**config.mk**
```make
export PLATFORM = sky130hd
export DESIGN_NAME = synth_freq_to_register_writes
export DESIGN_NICKNAME = d
export VERILOG_FILES = /design/src/sv/sfrw_pkg.sv /design/src/sv/synth_freq_to_register_writes.sv /design/src/sv/sfrw_div.sv
export SDC_FILE = /design/constraint.sdc
export NUM_CORES = 2
export LEC_CHECK = 0
export ABC_AREA = 1
export BUFFER_PORTS_ARGS = -buffer_cell sky130_fd_sc_hd__buf_4
export CORE_UTILIZATION = 65
export CTS_CLUSTER_DIAMETER = 40
export CTS_CLUSTER_SIZE = 28
export DETAILED_ROUTE_END_ITERATION = 6
export GPL_ROUTABILITY_DRIVEN = 0
export PLACE_DENSITY_LB_ADDON = 0.25
export SLEW_MARGIN = 15
export SYNTH_ARGS = -nofsm -noshare
export SYNTH_HDL_FRONTEND = slang
export SYNTH_SLANG_ARGS = --single-unit
export TNS_END_PERCENT = 1
```
**constraint.sdc**
```tcl
create_clock -name i_clk -period 9.4 [get_ports i_clk]
set_clock_uncertainty 0.1 [all_clocks]
set_input_delay 2.82 -clock i_clk [delete_from_list [all_inputs] [get_ports i_clk]]
set_output_delay 2.82 -clock i_clk [all_outputs]
set_load 0.02 [all_outputs]
```
**src/sv/sfrw_pkg.sv**
```systemverilog
// Package with types, constants and the band table of the synthesizer register sequencer.
package sfrw_pkg;

    localparam int unsigned XTAL_HZ    = 25000000;
    localparam int unsigned DEN_C      = 20'hFFFFF;
    localparam int unsigned F_MIN      = 1500;
    localparam int unsigned F_MAX      = 280000000;
    localparam int unsigned DIV_W      = 11;
    localparam int unsigned VCO_W      = 31;
    localparam int unsigned QUO_W      = 13;
    localparam int unsigned FRAC_W     = 20;
    // The crystal frequency is 2^6 times an odd factor; division by the odd
    // factor uses a 32 bit reciprocal scaled by 2^50.
    localparam int unsigned XTAL_SH    = 6;
    localparam int unsigned XTAL_ODD   = 390625;
    localparam int unsigned ODD_W      = 19;
    localparam int unsigned NUM_W      = 31;
    localparam int unsigned XTAL_RECIP = 32'd2882303762;
    localparam int unsigned RECIP_SH   = 50;

    typedef struct packed {
        logic        operation;
        logic [31:0] freq_hz;
        logic        enable;
        logic        force_pll_reset;
    } t_req;

    typedef struct packed {
        logic [7:0] reg_addr;
        logic [7:0] reg_data;
        logic       last;
    } t_wr;

    typedef enum logic [2:0] {
        ST_IDLE,
        ST_VCO,
        ST_DIVA,
        ST_WAITA,
        ST_WAITH,
        ST_WAITL,
        ST_EMIT
    } t_state;

    function automatic logic [DIV_W+2:0] band(input logic [31:0] f);
        logic [DIV_W-1:0] m;
        logic [2:0]       r;
        begin
            r = 3'd0;
            if (f > 32'd150000000)      m = 11'd4;
            else if (f >= 32'd63000000) m = 11'd6;
            else if (f >= 32'd27500000) m = 11'd14;
            else if (f >= 32'd13000000) m = 11'd30;
            else if (f >= 32'd6500000)  m = 11'd62;
            else if (f >= 32'd3000000)  m = 11'd126;
            else if (f >= 32'd1500000)  m = 11'd280;
            else if (f >= 32'd700000)   m = 11'd600;
            else if (f >= 32'd330000)   m = 11'd1280;
            else if (f >= 32'd150000) begin m = 11'd1300; r = 3'd1; end
            else if (f >= 32'd67000) begin  m = 11'd1500; r = 3'd2; end
            else if (f >= 32'd30300) begin  m = 11'd1600; r = 3'd3; end
            else if (f >= 32'd14000) begin  m = 11'd1800; r = 3'd4; end
            else if (f >= 32'd7000) begin   m = 11'd1800; r = 3'd5; end
            else if (f >= 32'd3500) begin   m = 11'd1800; r = 3'd6; end
            else begin                      m = 11'd1800; r = 3'd7; end
            band = {m, r};
        end
    endfunction

endpackage

```
**src/sv/synth_freq_to_register_writes.sv**
```systemverilog
// Top level of the frequency to synthesizer register write sequencer.
// A request names a channel (carrier on PLL A with outputs 0 and 1, or tuning
// on PLL B with output 2) and a frequency, which is clamped to 1500 Hz up to
// 280 MHz. The block picks the output dividers from a band table, forms the
// VCO frequency with one multiply, and splits it against the 25 MHz crystal
// with three passes through one shared reciprocal divider by the odd factor
// 390625 of the crystal (the factor 64 is a shift). The first pass gives the
// integer part a and the VCO remainder; the next two give
// floor(remainder * 2^20 / 25 MHz) in two digits, and one compare turns that
// into b = floor(remainder * 0xFFFFF / 25 MHz). The packed PLL words follow
// from shifts, adds, subtracts and one multiply by 0xFFFFF. It then emits the
// byte writes one per cycle while the output is not stalled, 28 or 29 for an
// enabled carrier request, 2 for a disabled one, 16 or 17 for tuning, with
// last set on the final write. An enabled request passes through the states
// VCO, DIVA, WAITA, WAITH, WAITL and EMIT; a disabled carrier request goes
// straight to EMIT. The input is stalled from acceptance until the last write
// has been taken by the downstream side.
module synth_freq_to_register_writes import sfrw_pkg::*; (
    input  logic i_clk,
    input  logic i_rst_n,
    input  logic i_valid,
    output logic o_stall,
    input  t_req i_req,
    output logic o_valid,
    input  logic i_stall,
    output t_wr  o_wr
);
    t_state r_state, n_state;
    t_req   r_req;
    logic [31:0]       r_f;
    logic [DIV_W-1:0]  r_m;
    logic [2:0]        r_r;
    logic [VCO_W-1:0]  r_vco;
    logic [QUO_W-1:0]  r_a;
    logic [24:0]       r_rema;
    logic [QUO_W-1:0]  r_qhi;
    logic [FRAC_W-1:0] r_b;
    logic [DIV_W-1:0]  r_last_car, r_last_tun;
    logic              r_doreset;
    logic [4:0]        r_idx;
    logic [4:0]        w_cnt;
    logic              w_div_start;
    logic [NUM_W-1:0]  w_div_num;
    logic              w_div_done;
    logic [QUO_W-1:0]  w_quo;
    logic [ODD_W-1:0]  w_rem;
    logic [24:0]       w_rema;
    logic [FRAC_W-1:0] w_q1;
    logic [42:0]       w_prod;
    logic [VCO_W-1:0]  w_vco;
    logic [31:0]       w_fc;
    logic [DIV_W+2:0]  w_band;
    logic [31:0]       w_p1, w_p2, w_ms1;
    logic [6:0]        w_dd;
    logic [FRAC_W+7:0] w_b128;
    logic [7:0]        w_ctl, w_base;
    logic [7:0]        w_addr, w_data;
    logic              w_accept, w_out_take;

    assign w_fc = (i_req.freq_hz < F_MIN) ? F_MIN :
                  (i_req.freq_hz > F_MAX) ? F_MAX : i_req.freq_hz;
    assign w_band   = band(w_fc);
    assign w_accept = i_valid && !o_stall;
    assign o_stall  = (r_state != ST_IDLE);
    assign w_out_take = o_valid && !i_stall;

    // The VCO frequency stays below 2^31 in every band.
    assign w_prod = 43'(r_f) * 43'(r_m);
    assign w_vco  = VCO_W'(w_prod << r_r);

    // The VCO remainder against the crystal is the odd-factor remainder
    // with the six low VCO bits appended.
    assign w_rema = {w_rem, r_vco[XTAL_SH-1:0]};
    assign w_q1   = {r_qhi[11:0], w_quo[7:0]};

    // Pass one divides VCO/64. Pass two divides remainder*64, pass three the
    // second remainder*256, so together they give remainder*2^14/390625.
    assign w_div_start = (r_state == ST_DIVA) ||
                         ((r_state == ST_WAITA || r_state == ST_WAITH) && w_div_done);
    always_comb begin
        case (r_state)
            ST_WAITA: w_div_num = NUM_W'({w_rema, 6'd0});
            ST_WAITH: w_div_num = NUM_W'({w_rem, 8'd0});
            default:  w_div_num = NUM_W'(r_vco >> XTAL_SH);
        endcase
    end

    sfrw_div #(.N_W(NUM_W), .Q_W(QUO_W), .R_W(ODD_W)) u_div (
        .i_clk   (i_clk),
        .i_rst_n (i_rst_n),
        .i_start (w_div_start),
        .i_num   (w_div_num),
        .o_done  (w_div_done),
        .o_quo   (w_quo),
        .o_rem   (w_rem)
    );

    // dd = floor(128*b/c): b < c, so dd < 128 and a short compare chain is
    // replaced by floor((128b + floor(128b/2^20) + 1) / 2^20), exact for c = 2^20-1.
    assign w_b128 = {1'b0, r_b, 7'd0};
    assign w_dd   = 7'((w_b128 + (w_b128 >> 20) + 1'b1) >> 20);
    assign w_p1   = 32'({r_a, 7'd0}) + 32'(w_dd) - 32'd512;
    assign w_p2   = 32'(w_b128) - 32'(DEN_C) * 32'(w_dd);
    assign w_ms1  = 32'({r_m, 7'd0}) - 32'd512;
    assign w_ctl  = (r_m == DIV_W'(4)) ? 8'h0C :
                    ({1'b0, r_r, 4'd0} & 8'h70) | {6'd0, w_ms1[17:16]};

    always_comb begin
        if (!r_req.operation && !r_req.enable) w_cnt = 5'd2;
        else if (!r_req.operation)             w_cnt = r_doreset ? 5'd29 : 5'd28;
        else                                   w_cnt = r_doreset ? 5'd17 : 5'd16;
    end

    // Write list: one position per output write.
    always_comb begin
        logic [4:0] k;
        logic [2:0] j;
        w_addr = 8'd0;
        w_data = 8'd0;
        w_base = 8'd0;
        k = r_idx;
        j = 3'd0;
        if (!r_req.operation && !r_req.enable) begin
            w_addr = (r_idx == 5'd0) ? 8'd16 : 8'd17;
            w_data = 8'h80;
        end else begin
            if (!r_req.operation) begin
                if (r_idx < 5'd2) begin
                    w_addr = (r_idx == 5'd0) ? 8'd16 : 8'd17;
                    w_data = 8'h4F;
                end
                k = r_idx - 5'd2;
            end
            if ((!r_req.operation && r_idx >= 5'd2) || r_req.operation) begin
                j = k[2:0];
                if (k < 5'd8) begin
                    w_base = r_req.operation ? 8'd34 : 8'd26;
                    w_addr = w_base + {5'd0, j};
                    case (j)
                        3'd0:    w_data = 8'hFF;
                        3'd1:    w_data = 8'hFF;
                        3'd2:    w_data = {6'd0, w_p1[17:16]};
                        3'd3:    w_data = w_p1[15:8];
                        3'd4:    w_data = w_p1[7:0];
                        3'd5:    w_data = 8'hF0 | {4'd0, w_p2[19:16]};
                        3'd6:    w_data = w_p2[15:8];
                        default: w_data = w_p2[7:0];
                    endcase
                end else if (k < 5'd24 && !(r_req.operation && k >= 5'd16)) begin
                    w_base = r_req.operation ? 8'd58 : ((k < 5'd16) ? 8'd42 : 8'd50);
                    w_addr = w_base + {5'd0, j};
                    case (j)
                        3'd1:    w_data = 8'd1;
                        3'd2:    w_data = w_ctl;
                        3'd3:    w_data = (r_m == DIV_W'(4)) ? 8'd0 : w_ms1[15:8];
                        3'd4:    w_data = (r_m == DIV_W'(4)) ? 8'd0 : w_ms1[7:0];
                        default: w_data = 8'd0;
                    endcase
                end else if (!r_req.operation && k == 5'd24) begin
                    w_addr = 8'd165;
                end else if (!r_req.operation && k == 5'd25) begin
                    w_addr = 8'd166;
                    w_data = r_m[7:0];
                end else begin
                    w_addr = 8'd177;
                    w_data = r_req.operation ? 8'h80 : 8'h20;
                end
            end
        end
    end

    always_comb begin
        n_state = r_state;
        case (r_state)
            ST_IDLE: begin
                if (w_accept)
                    n_state = (!i_req.operation && !i_req.enable) ? ST_EMIT : ST_VCO;
            end
            ST_VCO:   n_state = ST_DIVA;
            ST_DIVA:  n_state = ST_WAITA;
            ST_WAITA: if (w_div_done) n_state = ST_WAITH;
            ST_WAITH: if (w_div_done) n_state = ST_WAITL;
            ST_WAITL: if (w_div_done) n_state = ST_EMIT;
            ST_EMIT:  if (w_out_take && r_idx == w_cnt - 5'd1) n_state = ST_IDLE;
            default:  n_state = ST_IDLE;
        endcase
    end

    always_comb begin
        o_valid        = (r_state == ST_EMIT);
        o_wr.reg_addr  = w_addr;
        o_wr.reg_data  = w_data;
        o_wr.last      = (r_idx == w_cnt - 5'd1);
    end

    always_ff @(posedge i_clk) begin
        if (!i_rst_n) begin
            r_state    <= ST_IDLE;
            r_idx      <= 5'd0;
            r_last_car <= '0;
            r_last_tun <= '0;
        end else begin
            r_state <= n_state;
            if (r_state == ST_IDLE) r_idx <= 5'd0;
            else if (w_out_take)    r_idx <= r_idx + 5'd1;
            if (r_state == ST_VCO) begin
                if (r_req.operation) r_last_tun <= r_m;
                else                 r_last_car <= r_m;
            end
        end
    end

    always_ff @(posedge i_clk) begin
        if (w_accept) begin
            r_req <= i_req;
            r_f   <= w_fc;
            r_m   <= w_band[DIV_W+2:3];
            r_r   <= w_band[2:0];
            r_doreset <= i_req.operation ? (r_last_tun != w_band[DIV_W+2:3]) :
                         ((r_last_car != w_band[DIV_W+2:3]) || i_req.force_pll_reset);
        end
        if (r_state == ST_VCO) r_vco <= w_vco;
        if (r_state == ST_WAITA && w_div_done) begin
            r_a    <= w_quo;
            r_rema <= w_rema;
        end
        if (r_state == ST_WAITH && w_div_done) r_qhi <= w_quo;
        // The remainder times 0xFFFFF falls one below the 2^20 quotient when
        // the scaled remainder is smaller than the VCO remainder.
        if (r_state == ST_WAITL && w_div_done)
            r_b <= w_q1 - FRAC_W'({w_rem, 6'd0} < r_rema);
    end

`ifndef SYNTHESIS
    a_no_accept_busy: assert property (@(posedge i_clk) disable iff (!i_rst_n)
        (r_state != ST_IDLE) |-> o_stall)
        else $error("request taken while busy");
    a_idx_range: assert property (@(posedge i_clk) disable iff (!i_rst_n)
        o_valid |-> (r_idx < w_cnt))
        else $error("write index past end");
    a_last_idle: assert property (@(posedge i_clk) disable iff (!i_rst_n)
        (w_out_take && o_wr.last) |=> (r_state == ST_IDLE))
        else $error("sequencer did not finish after last write");
`endif
endmodule

```
**src/sv/sfrw_div.sv**
```systemverilog
// Reciprocal divider by the odd crystal factor: the quotient is registered at start, the remainder after it.
module sfrw_div import sfrw_pkg::*; #(
    parameter int unsigned N_W = NUM_W,
    parameter int unsigned Q_W = QUO_W,
    parameter int unsigned R_W = ODD_W
) (
    input  logic           i_clk,
    input  logic           i_rst_n,
    input  logic           i_start,
    input  logic [N_W-1:0] i_num,
    output logic           o_done,
    output logic [Q_W-1:0] o_quo,
    output logic [R_W-1:0] o_rem
);
    localparam int unsigned P_W = N_W + 32;

    logic [N_W-1:0] r_num;
    logic [Q_W-1:0] r_quo;
    logic [R_W-1:0] r_rem;
    logic [1:0]     r_stage;
    logic [P_W-1:0] w_prod;
    logic [N_W-1:0] w_back;

    // The scaled reciprocal gives the exact quotient for any numerator below 2^31.
    assign w_prod = P_W'(i_num) * P_W'(XTAL_RECIP);
    assign w_back = N_W'(r_quo) * N_W'(XTAL_ODD);

    always_ff @(posedge i_clk) begin
        if (!i_rst_n) begin
            r_stage <= 2'b00;
        end else begin
            r_stage <= {r_stage[0], i_start};
        end
    end

    always_ff @(posedge i_clk) begin
        if (i_start) begin
            r_num <= i_num;
            r_quo <= w_prod[RECIP_SH +: Q_W];
        end
        if (r_stage[0]) r_rem <= R_W'(r_num - w_back);
    end

    assign o_done = r_stage[1];
    assign o_quo  = r_quo;
    assign o_rem  = r_rem;
endmodule

```
==> impl_summary.log <==
[metrics] Via-to-Cell Ratio: 5.58
[metrics] count of fill cells added during filler insertion: 4973
[metrics] die area: 67400 µm²
[metrics] fraction of the yosys area taken by sequential cells: 14.9%
[metrics] Post-Syn Area: 43200 µm²
[metrics] clock insertion delay at the later pin of the skew report: 580 ps
[metrics] Detail Route Antenna Nets: 0
[metrics] highest-count cells in the layout ignoring fill and taps: inv_1 (1601), nand2_1 (724), fa_1 (655)
[metrics] crit share post-route: 99.2%
[metrics] sequential cell area: 6430 µm²
[metrics] Die H: 260 µm
[metrics] unrepaired setup endpoints after global routing: true
[metrics] ports placed on the boundary: 58
[metrics] Hold EP: r_rema[4]
[metrics] normalized max-slew margin: 24.0%
[metrics] most frequent standard cell in the layout excluding fill and tap cells: inv_1
[metrics] final-layout worst hold slack: 357 ps
[metrics] clock input transition at the sequential cells of the worst setup and hold paths: 60 ps
[metrics] Synth Area per Inst: 8.41 µm²
[metrics] Critical Path AT: 6400 ps
[metrics] via count of the first global-routing pass: 35100
[metrics] instance area after placement: 44700 µm²
[metrics] synth-to-layout area growth: 7.27%
[metrics] number of synthesized register bits: 224
[metrics] # rows: 94
[metrics] initial antenna violation count: 0
[metrics] number of DRC violations after detailed routing: 0
[metrics] WS Path Type: flop to primary output
[metrics] share of async-settable or async-resettable flops after synthesis: 0%
[metrics] final setup violation count: 0
[metrics] overall global routing resource usage: 35.1%
[metrics] total via count after detailed routing: 34100
[metrics] pin count of the biggest net entering global routing: 47
[metrics] placeable core region: 65700 µm²
[metrics] Max FO, Critical Path: 5
[metrics] worst-margin pin slew: 1140 ps
[metrics] first-iteration detailed-routing DRC count: 3244
[metrics] Max Clock Freq: 107 MHz
[metrics] antenna cells: 0
[metrics] final critical-path required period: 9320 ps
[metrics] sum of routed wire length over all layers: 114000 µm
[metrics] library cell occupying the most area in the post-synthesis netlist: fa_1
[metrics] total number of yosys warnings: 0
[metrics] global route overflow: 0
[metrics] number of clock buffers inserted by TritonCTS: 37
[metrics] fin nets: 6509
[metrics] ratio of cells with drive above 1 in the final layout: 5.14%
[metrics] worst endpoint required time: 6480 ps
[metrics] buffer type at the clock tree root: clkbuf_16
[metrics] Initial Utilization: 65.7%
[metrics] reg-to-reg critical path endpoint: u_div.o_quo[4]
[metrics] CTS H-Tree Depth: 2
[metrics] global-route wire length before repair: 183000 µm
[metrics] Syn Inst Count: 5131
[metrics] Num Clock Sinks: 224
[metrics] count of cell types in the netlist: 62
[metrics] utilization after layout: 70.4%
[metrics] leading cell types by total area after synthesis: fa_1 (31%), ha_1 (18%), inv_1 (14%), edfxtp_1 (13%), nand2_1 (6.3%)
[metrics] clock tree from TritonCTS: yes
[metrics] max-cap viol count: 0
[metrics] hold path start: r_vco[4]
[metrics] flip-flop cell with the highest count after synthesis: edfxtp_1
[metrics] hold-critical path depth: 0
[metrics] average wire length per cell after detail routing: 18.6 µm
[metrics] input/output buffers: 57
[metrics] final standard cell area without fillers: 46300 µm²
[metrics] outcome: finished clean
[metrics] EDFF count, synth: 194
[metrics] Reg2Reg Depth: 27
[metrics] number of pins exceeding their max-slew limit in the final report: 0
[metrics] area share of the leading cell type in the synthesized netlist: 30.5%
[metrics] width of the die: 260 µm
[metrics] path category of the worst min-delay check: flop to flop
[metrics] multi-input gate area in the final layout: 30400 µm²
[metrics] count of final hold-check violations: 0
[metrics] source of the worst register-to-register timing path: r_state[1]
[metrics] iteration count of the initial detailed-routing pass: 6
[metrics] CP Launch Type: flop
[metrics] post-synth net total: 6434
[metrics] capturing element type of the critical path: primary output
[metrics] DPL Wire Length: 94500 µm
[metrics] FF-to-FF setup slack: 440 ps
[metrics] number of buffers on the longest clock path: 3
==> cells by family after synthesis <==
family                   Yosys count  share of synthesized area [%]
other                              1                        0.00869
adder cells (fa/ha/maj)         1264                           48.1
AO/OA/AOI/OAI                    530                           6.91
buffers and inverters           1709                           14.9
AND/OR/NAND/NOR                 1259                           12.2
XOR/XNOR                         129                           2.62
multiplexers                      15                          0.348
flip-flops                       224                           14.9
==> final cells by class <==
type                       instances  share of cell area (%)
clock buffer                      38                    2.03
inverter                        1619                    13.1
tap                              864                    2.33
sequential                       224                    13.9
timing repair buffer             126                    2.08
multi-input combinational       3198                    65.7
clock inverter                    30                   0.808
==> cells in the mapped netlist, types with 3 or more instances <==
cell type / n
a211oi_1: 14
a21boi_0: 10
a21o_1: 7
a21oi_1: 214
a221oi_1: 4
a31oi_1: 11
buf_1: 36
buf_6: 3
clkbuf_1: 49
clkinv_1: 4
dfxtp_1: 30
edfxtp_1: 194
fa_1: 658
ha_1: 606
inv_1: 1606
inv_2: 8
mux2i_1: 15
nand2_1: 729
nand2_2: 13
nand3_1: 144
nand3_2: 3
nand3b_1: 7
nand4_1: 38
nor2_1: 240
nor2_2: 7
nor2_4: 3
nor3_1: 44
nor3_2: 3
nor4_1: 14
o2111ai_1: 5
o211ai_1: 14
o21a_1: 9
o21ai_0: 178
o21ai_1: 8
o21bai_1: 7
o221ai_1: 7
o22ai_1: 23
o311ai_0: 3
o31ai_1: 4
or2_2: 4
or3_1: 3
xnor2_1: 53
xor2_1: 76
==> critical path, stage by stage, from the launching register on <==
cell and delay [ps]:
edfxtp_1 310, inv_1 50, nor3_1 360, nand4_1 180, nor2_2 190, nor2_1 110, fa_2 600, inv_2 60
fa_2 580, inv_1 150, fa_1 590, inv_1 70, fa_1 480, ha_1 390, inv_1 110, nor4_2 380
nand4_1 180, nand4_1 130, nand3_1 90, nand3b_1 130, o311ai_0 150, a21oi_1 330, buf_4 210
==> stage by stage <==
step | setup TNS (ps) | setup WS (ps) | cells
after floorplan | 0 | 668 | 5131
after global placement | 0 | 443 | 6016
after detailed placement | 0 | 308 | 6016
after CTS | 0 | 5.43 | 6086
after global routing | -522 | -146 | 6099
final | 0 | 76.5 | 6099
==> sequential cells by signal (all words and copies together) (netlist names), 12 cells and up <==
| name | flops |
|---|---|
| r_rema | 24 |
| u_div.o_rem | 19 |
| u_div.r_num | 19 |
| r_b | 20 |
| u_div.o_quo | 13 |
| r_vco | 30 |
| r_qhi | 12 |
| r_f | 30 |
==> per-layer routing <==
layer  share of wire, %  track usage (%)  vias up
met5                  0                0        -
met4                3.6             11.7        0
met3                 10             7.08      291
met2                 46             56.2     1643
met1                 40             47.7    16400
li1                   -                -    15700
==> worst max path at each step <==
stage,from,end,cells past startpoint
2_1_floorplan,r_b[0],o_wr[4],23
3_3_place_gp,r_b[19],o_wr[8],30
3_5_place_dp,r_b[19],o_wr[8],30
4_1_cts,r_b[19],o_wr[8],30
5_1_grt,r_b[17],o_wr[4],22
6_report,r_b[17],o_wr[4],22
==> repair_timing <==
item                                    4_1_cts  5_1_grt
gates resized for setup                      12       23
buffers inserted                              2       12
cloned                                        0        0
hold buffers                                  0        0
pin swaps                                     4       17
endpoints found under the setup margin        7        7
Power is not shown: default switching activity piles up to over one toggle a cycle in this logic, so the estimate is an artifact.
